`config.mk`:
```
export PLATFORM = sky130hd
export DESIGN_NAME = dxt_texture_block_decoder
export DESIGN_NICKNAME = d
export VERILOG_FILES = /design/src/rtl/core/dxtd_pkg.sv /design/src/rtl/core/dxtd_front.sv /design/src/rtl/core/dxtd_queue.sv /design/src/rtl/core/dxtd_back.sv /design/src/rtl/core/dxt_texture_block_decoder.sv
export SDC_FILE = /design/constraint.sdc
export NUM_CORES = 2
export LEC_CHECK = 0
export ABC_AREA = 1
export BUFFER_PORTS_ARGS = -buffer_cell sky130_fd_sc_hd__buf_4
export CAP_MARGIN = 20
export CORE_AREA = 3 3 235 468
export CTS_BUF_LIST = sky130_fd_sc_hd__clkbuf_2
export CTS_CLUSTER_DIAMETER = 100
export DETAILED_ROUTE_END_ITERATION = 8
export DIE_AREA = 0 0 238 471
export MAX_ROUTING_LAYER = met4
export PLACE_DENSITY = 0.91
export SYNTH_ARGS = -nofsm -noshare
export SYNTH_HDL_FRONTEND = slang
export SYNTH_SLANG_ARGS = --single-unit
```
`constraint.sdc`:
```
create_clock -name clk -period 13.2 [get_ports clk]
set_input_delay 3.96 -clock clk [delete_from_list [all_inputs] [get_ports clk]]
set_output_delay 3.96 -clock clk [all_outputs]
set_load 0.02 [all_outputs]
```
`src/rtl/core/dxtd_pkg.sv`:
```
// Shared types, constants and arithmetic helpers for the DXT texture block decoder.
// No dependencies; every other file in rtl/core imports this package.
`default_nettype none

package dxtd_pkg;

  localparam int NumPix    = 16;
  localparam int PixCntW   = 4;
  localparam int InDataW   = 128;
  localparam int OutDataW  = 40;
  localparam int QDepth    = 2;
  localparam int QPtrW     = $clog2(QDepth);
  localparam int QCntW     = $clog2(QDepth + 1);

  localparam logic [7:0] AlphaOpaque = 8'hFF;

  // Reciprocal constants for truncating division of small sums.
  localparam logic [9:0]  Recip3 = 10'd683;   // exact below 2047
  localparam int          Shift3 = 11;
  localparam logic [11:0] Recip5 = 12'd3277;  // exact below 16000
  localparam logic [11:0] Recip7 = 12'd2341;  // exact below 5466
  localparam int          Shift57 = 14;

  typedef logic [23:0] rgb_t;

  typedef struct packed {
    rgb_t [3:0]       color_pal;
    logic [7:0][7:0]  alpha_pal;
    logic [31:0]      color_idx;
    logic [47:0]      alpha_idx;
    logic             dxt5;
  } blk_entry_t;

  function automatic logic [7:0] expand5(input logic [4:0] v);
    return {v, v[4:2]};
  endfunction

  function automatic logic [7:0] expand6(input logic [5:0] v);
    return {v, v[5:4]};
  endfunction

  function automatic logic [7:0] div3(input logic [9:0] x);
    logic [19:0] p;
    p = 20'(x) * 20'(Recip3);
    return 8'(p >> Shift3);
  endfunction

  function automatic logic [7:0] div5(input logic [10:0] x);
    logic [22:0] p;
    p = 23'(x) * 23'(Recip5);
    return 8'(p >> Shift57);
  endfunction

  function automatic logic [7:0] div7(input logic [10:0] x);
    logic [22:0] p;
    p = 23'(x) * 23'(Recip7);
    return 8'(p >> Shift57);
  endfunction

endpackage

`default_nettype wire

```
`src/rtl/core/dxtd_front.sv`:
```
// Front end: holds the format register and turns one compressed block into
// its colour and alpha palettes plus index words. Depends on dxtd_pkg.
`default_nettype none

module dxtd_front import dxtd_pkg::*; (
  input  wire logic               clk,
  input  wire logic               rst_n,
  input  wire logic               cfg_wr_en,
  input  wire logic               cfg_wr_data,
  input  wire logic [InDataW-1:0] blk_data,
  output blk_entry_t              entry
);

  logic format_mode_r;
  logic format_mode_nxt;

  always_comb begin
    format_mode_nxt = format_mode_r;
    if (cfg_wr_en) begin
      format_mode_nxt = cfg_wr_data;
    end
  end

  always_ff @(posedge clk) begin
    if (!rst_n) begin
      format_mode_r <= 1'b0;
    end else begin
      format_mode_r <= format_mode_nxt;
    end
  end

  logic [63:0] alpha_bits;
  logic [63:0] color_bits;
  logic [15:0] q0;
  logic [15:0] q1;
  logic [7:0]  a0;
  logic [7:0]  a1;
  logic        four_color;
  logic [2:0][7:0] c0;  // channel order: blue, green, red
  logic [2:0][7:0] c1;
  logic [2:0][7:0] e2;
  logic [2:0][7:0] e3;
  logic [7:0][7:0] apal;

  assign alpha_bits = blk_data[63:0];
  assign color_bits = blk_data[127:64];
  assign q0 = color_bits[15:0];
  assign q1 = color_bits[31:16];
  assign a0 = alpha_bits[7:0];
  assign a1 = alpha_bits[15:8];
  assign four_color = q0 > q1;

  assign c0[2] = expand5(q0[15:11]);
  assign c0[1] = expand6(q0[10:5]);
  assign c0[0] = expand5(q0[4:0]);
  assign c1[2] = expand5(q1[15:11]);
  assign c1[1] = expand6(q1[10:5]);
  assign c1[0] = expand5(q1[4:0]);

  always_comb begin
    for (int ch = 0; ch < 3; ch++) begin
      if (four_color) begin
        e2[ch] = div3({1'b0, c0[ch], 1'b0} + {2'b00, c1[ch]});
        e3[ch] = div3({2'b00, c0[ch]} + {1'b0, c1[ch], 1'b0});
      end else begin
        e2[ch] = 8'(({1'b0, c0[ch]} + {1'b0, c1[ch]}) >> 1);
        e3[ch] = 8'h00;
      end
    end
  end

  // Six sevenths steps when a0 > a1, otherwise four fifths steps plus 0 and 255.
  always_comb begin
    apal[0] = a0;
    apal[1] = a1;
    if (a0 > a1) begin
      for (int k = 1; k <= 6; k++) begin
        apal[k + 1] = div7(11'((7 - k) * a0 + k * a1));
      end
    end else begin
      for (int k = 1; k <= 4; k++) begin
        apal[k + 1] = div5(11'((5 - k) * a0 + k * a1));
      end
      apal[6] = 8'h00;
      apal[7] = AlphaOpaque;
    end
  end

  always_comb begin
    entry.color_pal[0] = {c0[2], c0[1], c0[0]};
    entry.color_pal[1] = {c1[2], c1[1], c1[0]};
    entry.color_pal[2] = {e2[2], e2[1], e2[0]};
    entry.color_pal[3] = {e3[2], e3[1], e3[0]};
    entry.alpha_pal    = apal;
    entry.color_idx    = color_bits[63:32];
    entry.alpha_idx    = alpha_bits[63:16];
    entry.dxt5         = format_mode_r;
  end

endmodule

`default_nettype wire

```
`src/rtl/core/dxtd_queue.sv`:
```
// Two-entry request queue between the palette front end and the pixel back end.
// Depends on dxtd_pkg for the entry type and depth.
`default_nettype none

module dxtd_queue import dxtd_pkg::*; (
  input  wire logic clk,
  input  wire logic rst_n,
  input  wire logic push,
  input  wire blk_entry_t push_data,
  output logic      full,
  input  wire logic pop,
  output blk_entry_t pop_data,
  output logic      nonempty
);

  blk_entry_t           slot_r [QDepth];
  logic [QPtrW-1:0]     wr_ptr_r;
  logic [QPtrW-1:0]     wr_ptr_nxt;
  logic [QPtrW-1:0]     rd_ptr_r;
  logic [QPtrW-1:0]     rd_ptr_nxt;
  logic [QCntW-1:0]     cnt_r;
  logic [QCntW-1:0]     cnt_nxt;
  logic                 do_push;
  logic                 do_pop;

  assign full     = cnt_r == QCntW'(QDepth);
  assign nonempty = cnt_r != '0;
  assign do_push  = push && !full;
  assign do_pop   = pop && nonempty;
  assign pop_data = slot_r[rd_ptr_r];

  always_comb begin
    wr_ptr_nxt = wr_ptr_r;
    rd_ptr_nxt = rd_ptr_r;
    cnt_nxt    = cnt_r;
    if (do_push) begin
      wr_ptr_nxt = (wr_ptr_r == QPtrW'(QDepth - 1)) ? '0 : wr_ptr_r + 1'b1;
    end
    if (do_pop) begin
      rd_ptr_nxt = (rd_ptr_r == QPtrW'(QDepth - 1)) ? '0 : rd_ptr_r + 1'b1;
    end
    if (do_push && !do_pop) begin
      cnt_nxt = cnt_r + 1'b1;
    end else if (do_pop && !do_push) begin
      cnt_nxt = cnt_r - 1'b1;
    end
  end

  always_ff @(posedge clk) begin
    if (!rst_n) begin
      wr_ptr_r <= '0;
      rd_ptr_r <= '0;
      cnt_r    <= '0;
    end else begin
      wr_ptr_r <= wr_ptr_nxt;
      rd_ptr_r <= rd_ptr_nxt;
      cnt_r    <= cnt_nxt;
    end
  end

  always_ff @(posedge clk) begin
    if (do_push) begin
      slot_r[wr_ptr_r] <= push_data;
    end
  end

endmodule

`default_nettype wire

```
`src/rtl/core/dxtd_back.sv`:
```
// Back end: walks the sixteen pixels of one queued block and drives the
// registered result stream. Depends on dxtd_pkg.
`default_nettype none

module dxtd_back import dxtd_pkg::*; (
  input  wire logic                clk,
  input  wire logic                rst_n,
  input  wire logic                q_valid,
  input  wire blk_entry_t          q_entry,
  output logic                     q_pop,
  output logic                     out_tvalid,
  input  wire logic                out_tready,
  output logic [OutDataW-1:0]      out_tdata,
  output logic                     out_tlast
);

  blk_entry_t         cur_r;
  blk_entry_t         cur_nxt;
  logic               act_r;
  logic               act_nxt;
  logic [PixCntW-1:0] cnt_r;
  logic [PixCntW-1:0] cnt_nxt;
  logic               out_valid_r;
  logic               out_valid_nxt;
  logic [OutDataW-1:0] out_data_r;
  logic               out_last_r;

  logic               out_adv;
  logic               produce;
  logic               last_pix;
  rgb_t               pix_rgb;
  logic [7:0]         pix_alpha;

  assign out_adv  = !out_valid_r || out_tready;
  assign produce  = act_r && out_adv;
  assign last_pix = cnt_r == PixCntW'(NumPix - 1);
  // A new block is taken the same cycle its predecessor's last pixel is loaded.
  assign q_pop    = q_valid && (!act_r || (produce && last_pix));

  assign pix_rgb   = cur_r.color_pal[cur_r.color_idx[1:0]];
  assign pix_alpha = cur_r.dxt5 ? cur_r.alpha_pal[cur_r.alpha_idx[2:0]] : AlphaOpaque;

  always_comb begin
    cur_nxt       = cur_r;
    act_nxt       = act_r;
    cnt_nxt       = cnt_r;
    out_valid_nxt = out_valid_r;
    if (out_tready) begin
      out_valid_nxt = 1'b0;
    end
    if (produce) begin
      out_valid_nxt     = 1'b1;
      cnt_nxt           = cnt_r + 1'b1;
      cur_nxt.color_idx = cur_r.color_idx >> 2;
      cur_nxt.alpha_idx = cur_r.alpha_idx >> 3;
      if (last_pix) begin
        act_nxt = 1'b0;
      end
    end
    if (q_pop) begin
      cur_nxt = q_entry;
      cnt_nxt = '0;
      act_nxt = 1'b1;
    end
  end

  always_ff @(posedge clk) begin
    if (!rst_n) begin
      act_r       <= 1'b0;
      cnt_r       <= '0;
      out_valid_r <= 1'b0;
    end else begin
      act_r       <= act_nxt;
      cnt_r       <= cnt_nxt;
      out_valid_r <= out_valid_nxt;
    end
  end

  always_ff @(posedge clk) begin
    cur_r <= cur_nxt;
    if (produce) begin
      out_data_r <= {4'h0, pix_alpha, pix_rgb[7:0], pix_rgb[15:8], pix_rgb[23:16], cnt_r};
      out_last_r <= last_pix;
    end
  end

  assign out_tvalid = out_valid_r;
  assign out_tdata  = out_data_r;
  assign out_tlast  = out_last_r;

endmodule

`default_nettype wire

```
`src/rtl/core/dxt_texture_block_decoder.sv`:
```
// DXT1/DXT5 texture block decoder: one 4x4 block in, sixteen RGBA pixels out.
// A block passes from a queue slot to the back end's current-block register, and each pixel is registered on out_tdata.
// The output register takes one pixel per cycle while out_tready is high, sixteen pixels per block.
// A two-entry queue lets the next blocks be accepted while the current one drains.
// Reset (rst_n low, synchronous) empties the queue, idles the output and selects DXT1.
`default_nettype none

module dxt_texture_block_decoder import dxtd_pkg::*; (
  input  wire logic                clk,
  input  wire logic                rst_n,
  input  wire logic                in_tvalid,
  output logic                     in_tready,
  input  wire logic [InDataW-1:0]  in_tdata,   // alpha_bits[63:0], color_bits[127:64]
  output logic                     out_tvalid,
  input  wire logic                out_tready,
  output logic [OutDataW-1:0]      out_tdata,  // pixel_index[3:0], red[11:4], green[19:12],
                                               // blue[27:20], alpha[35:28], zero[39:36]
  output logic                     out_tlast,  // last_pixel
  input  wire logic                cfg_wr_en,
  input  wire logic                cfg_wr_data // format_mode
);

  blk_entry_t front_entry;
  blk_entry_t q_entry;
  logic       q_full;
  logic       q_valid;
  logic       q_pop;

  dxtd_front u_front (
    .clk         (clk),
    .rst_n       (rst_n),
    .cfg_wr_en   (cfg_wr_en),
    .cfg_wr_data (cfg_wr_data),
    .blk_data    (in_tdata),
    .entry       (front_entry)
  );

  dxtd_queue u_queue (
    .clk       (clk),
    .rst_n     (rst_n),
    .push      (in_tvalid),
    .push_data (front_entry),
    .full      (q_full),
    .pop       (q_pop),
    .pop_data  (q_entry),
    .nonempty  (q_valid)
  );

  assign in_tready = !q_full;

  dxtd_back u_back (
    .clk        (clk),
    .rst_n      (rst_n),
    .q_valid    (q_valid),
    .q_entry    (q_entry),
    .q_pop      (q_pop),
    .out_tvalid (out_tvalid),
    .out_tready (out_tready),
    .out_tdata  (out_tdata),
    .out_tlast  (out_tlast)
  );

endmodule

`default_nettype wire

```
==> impl_metrics.env <==
export IMPL_htreeDepth=4
export IMPL_cts_sinks=724
export IMPL_timing_worst_setup_path_type="primary input to flop"
export IMPL_antenna_found_initial=6
export IMPL_hold_viol=0
export IMPL_finalClockSkew_ns=0.104
export IMPL_cp_end_kind="flop"
export IMPL_syn_inst=6722
export IMPL_start_util=0.596
export IMPL_drc=0
export IMPL_setup_violations=0
export IMPL_path_max_fanout=25
export IMPL_post_cts_buffers=0
export IMPL_areaGrowthSynthToFinish_pct=6.95
export IMPL_dp_hpwl_um=135000
export IMPL_final_common_cell="nand2_1"
export IMPL_crit_path_start_kind="primary input"
export IMPL_postSynthAreaPerCell_um2=9.49
export IMPL_yosysWarnings=0
export IMPL_cap_violations=0
export IMPL_crit_required_ns=14.39
export IMPL_gp_congestion=1.02
export IMPL_avgRoutedWirePerCell_um=20.6
export IMPL_worst_slew_pin_slew_ns=1.23
export IMPL_netlist_area_um2=63800
export IMPL_fin_crit_sh=0.738
export IMPL_tritoncts="done"
export IMPL_drtIter0Drc=2806
export IMPL_synth_seq_cells=724
export IMPL_ant_nets=0
export IMPL_ctsResizeCount=0
export IMPL_ioPinCount=177
export IMPL_grt_pass1_wl_um=271000
export IMPL_fp_coreArea_um2=107000
export IMPL_gr_total_overflow=0
export IMPL_dieArea_um2=112000
export IMPL_nets=8627
export IMPL_grt_pass1_vias=53700
export IMPL_fmax_ghz=0.103
export IMPL_die_x_um=238
export IMPL_grt_max_degree=149
export IMPL_final_cell_mix="1387 x nand2_1, 1146 x ha_1, 1015 x inv_1"
export IMPL_fillers=8265
export IMPL_slew_headroom=0.179
export IMPL_clkTransAtPathRegs_ns=0.11
export IMPL_vias=50000
export IMPL_yosysSeqAreaShare=0.339
export IMPL_yosysUniqueCellTypes=59
export IMPL_fp_row_count=170
export IMPL_hp_class="flop to flop"
export IMPL_clock_latency_ns=1.60
export IMPL_track_usage=0.323
export IMPL_fin_tns_setup_ns=0
export IMPL_drt_total_wl_um=175000
export IMPL_ys_flop_type="edfxtp_1"
export IMPL_synth_edf_count=712
export IMPL_min_period_ns=9.75
export IMPL_cts_made_buffers=160
export IMPL_port_buffers=172
export IMPL_maxSlewViolCount=0
export IMPL_die_h_um=471
export IMPL_outcome="complete, no violations"
export IMPL_synthArstFlopShare=0
export IMPL_layout_drive_gt1_share=0.0712
export IMPL_viasPerCell=5.89
export IMPL_cts_max_path_buffers=3
export IMPL_rsz0062_at_grt="false"
export IMPL_first_pass_iters=6
export IMPL_arrival_ns=10.94
export IMPL_holdBufCountCts=0
export IMPL_clockRootBuffer="clkbuf_2"
path summary, 6_finish.rpt:
check | end | slack, ns | depth (start not counted) | startpoint
setup reg to reg | u_back.cur_r[45]$_DFFE_PP_ | 9.59 | 8 | u_back.cnt_r[0]$_SDFFE_PP0P_
hold / removal | flop | 0.47 | 1 | u_queue.rd_ptr_r$_SDFFE_PN0P_
hold reg to reg | flop | 0.47 | 1 | u_queue.rd_ptr_r$_SDFFE_PN0P_
setup / recovery | u_queue.slot_r[1][121]$_DFFE_PP_ | 3.45 | 25 | in_tdata[8]
critical path: stages:
cell and delay [ns]:
buf_4 0.37, ha_1 0.28, nand3_1 0.08, nand2_1 0.10
a21oi_1 0.08, o21bai_1 0.21, nand2_1 0.21, a21oi_1 0.20
xor2_1 0.73, inv_1 0.22, ha_1 0.43, fa_1 0.48
fa_1 0.56, inv_1 0.06, fa_1 0.52, inv_1 0.05
fa_1 0.47, ha_1 0.36, a21oi_1 0.18, o21ai_0 0.17
nor2_1 0.20, nand2_1 0.09, nand2_1 0.07, nand2_1 0.05
o21ai_0 0.74
logic make-up after synthesis:
group           after synthesis  synth area share
simple gates               2140             0.137
fa+ha+maj                  1517             0.341
buf+inv                    1129            0.0674
compound gates             1015            0.0885
flops                       724             0.339
xor+xnor                    196            0.0273
other cells                   1         0.0000588
per-layer routing:
layer | track usage | vias to the layer above | share of wire
met5 | - | - | 0
met1 | 0.282 | 23700 | 0.31
li1 | - | 23300 | -
met3 | 0.0498 | 886 | 0.054
met4 | 0.276 | 0 | 0.10
met2 | 0.593 | 2011 | 0.54
area by class of cell:
type,instances,area (µm²),area share
repair buffers,195,1490,0.0218
clock buffers,226,1130,0.0166
clock inverters,66,462,0.00677
well taps,1376,1720,0.0252
inverters,1023,3860,0.0566
flip-flops and latches,724,21600,0.317
multi-input cells,4872,37900,0.556
diodes,8,20.0,0.000293
Yosys cell counts (2+ instances only):
cell type,n,area share
dfxtp_1,12,0.0038
buf_4,7,0.00082
xor2_1,125,0.017
a31oi_1,91,0.0089
edfxtp_1,712,0.34
a211oi_1,17,0.0020
nand2_4,2,0.00035
or3b_2,8,0.0011
inv_4,2,0.00020
or2_2,14,0.0014
inv_1,1016,0.060
inv_2,5,0.00029
clkbuf_1,71,0.0042
buf_2,24,0.0019
a21oi_1,460,0.036
o21ai_0,273,0.021
nor4_1,12,0.0012
and3_1,3,0.00029
nand3_1,218,0.017
xnor2_1,69,0.0095
o211ai_1,4,0.00047
fa_1,371,0.12
o21a_1,9,0.0011
o21bai_1,32,0.0038
o22ai_1,13,0.0013
nand2_1,1388,0.082
a21oi_2,2,0.00027
a221oi_1,20,0.0027
nand3b_1,14,0.0016
nor3_1,38,0.0030
ha_1,1146,0.22
nor2_1,381,0.022
nand4_1,53,0.0052
o31a_1,2,0.00027
a21o_1,30,0.0035
o21ai_1,26,0.0020
buf_1,3,0.00018
a21boi_0,7,0.00082
a31o_2,6,0.00082
nand2_2,2,0.00020
o31ai_1,16,0.0019
flip-flops by register name (all words and copies together) (netlist names), named ones only:
name / flops
u_back.out_tlast: 1
u_back.cnt_r: 4
u_queue.slot_r: 450
u_front.format_mode_r: 1
u_back.out_tdata: 36
u_queue.rd_ptr_r: 1
u_back.out_tvalid: 1
u_back.act_r: 1
u_queue.wr_ptr_r: 1
u_queue.cnt_r: 2
u_back.cur_r: 225
per-stage QoR:
| step | std cells | worst slack, ns | hold slack (ns) | area [µm²] | utilization |
|---|---|---|---|---|---|
| after floorplan | 6725 | 2.79 | 0.420 | 63800 | - |
| after global placement | 8189 | 2.20 | 0.425 | 66600 | 0.623 |
| after detailed placement | 8189 | 2.11 | 0.440 | 66600 | 0.623 |
| after CTS | 8481 | 3.75 | 0.462 | 68200 | 0.637 |
| after global routing | 8489 | 3.16 | 0.485 | 68200 | 0.638 |
| final | 8490 | 3.45 | 0.469 | 68200 | 0.638 |
Power is left out: the tool's default activity adds up to more than one toggle a clock period on the data nets, which glitch-free logic cannot reach.
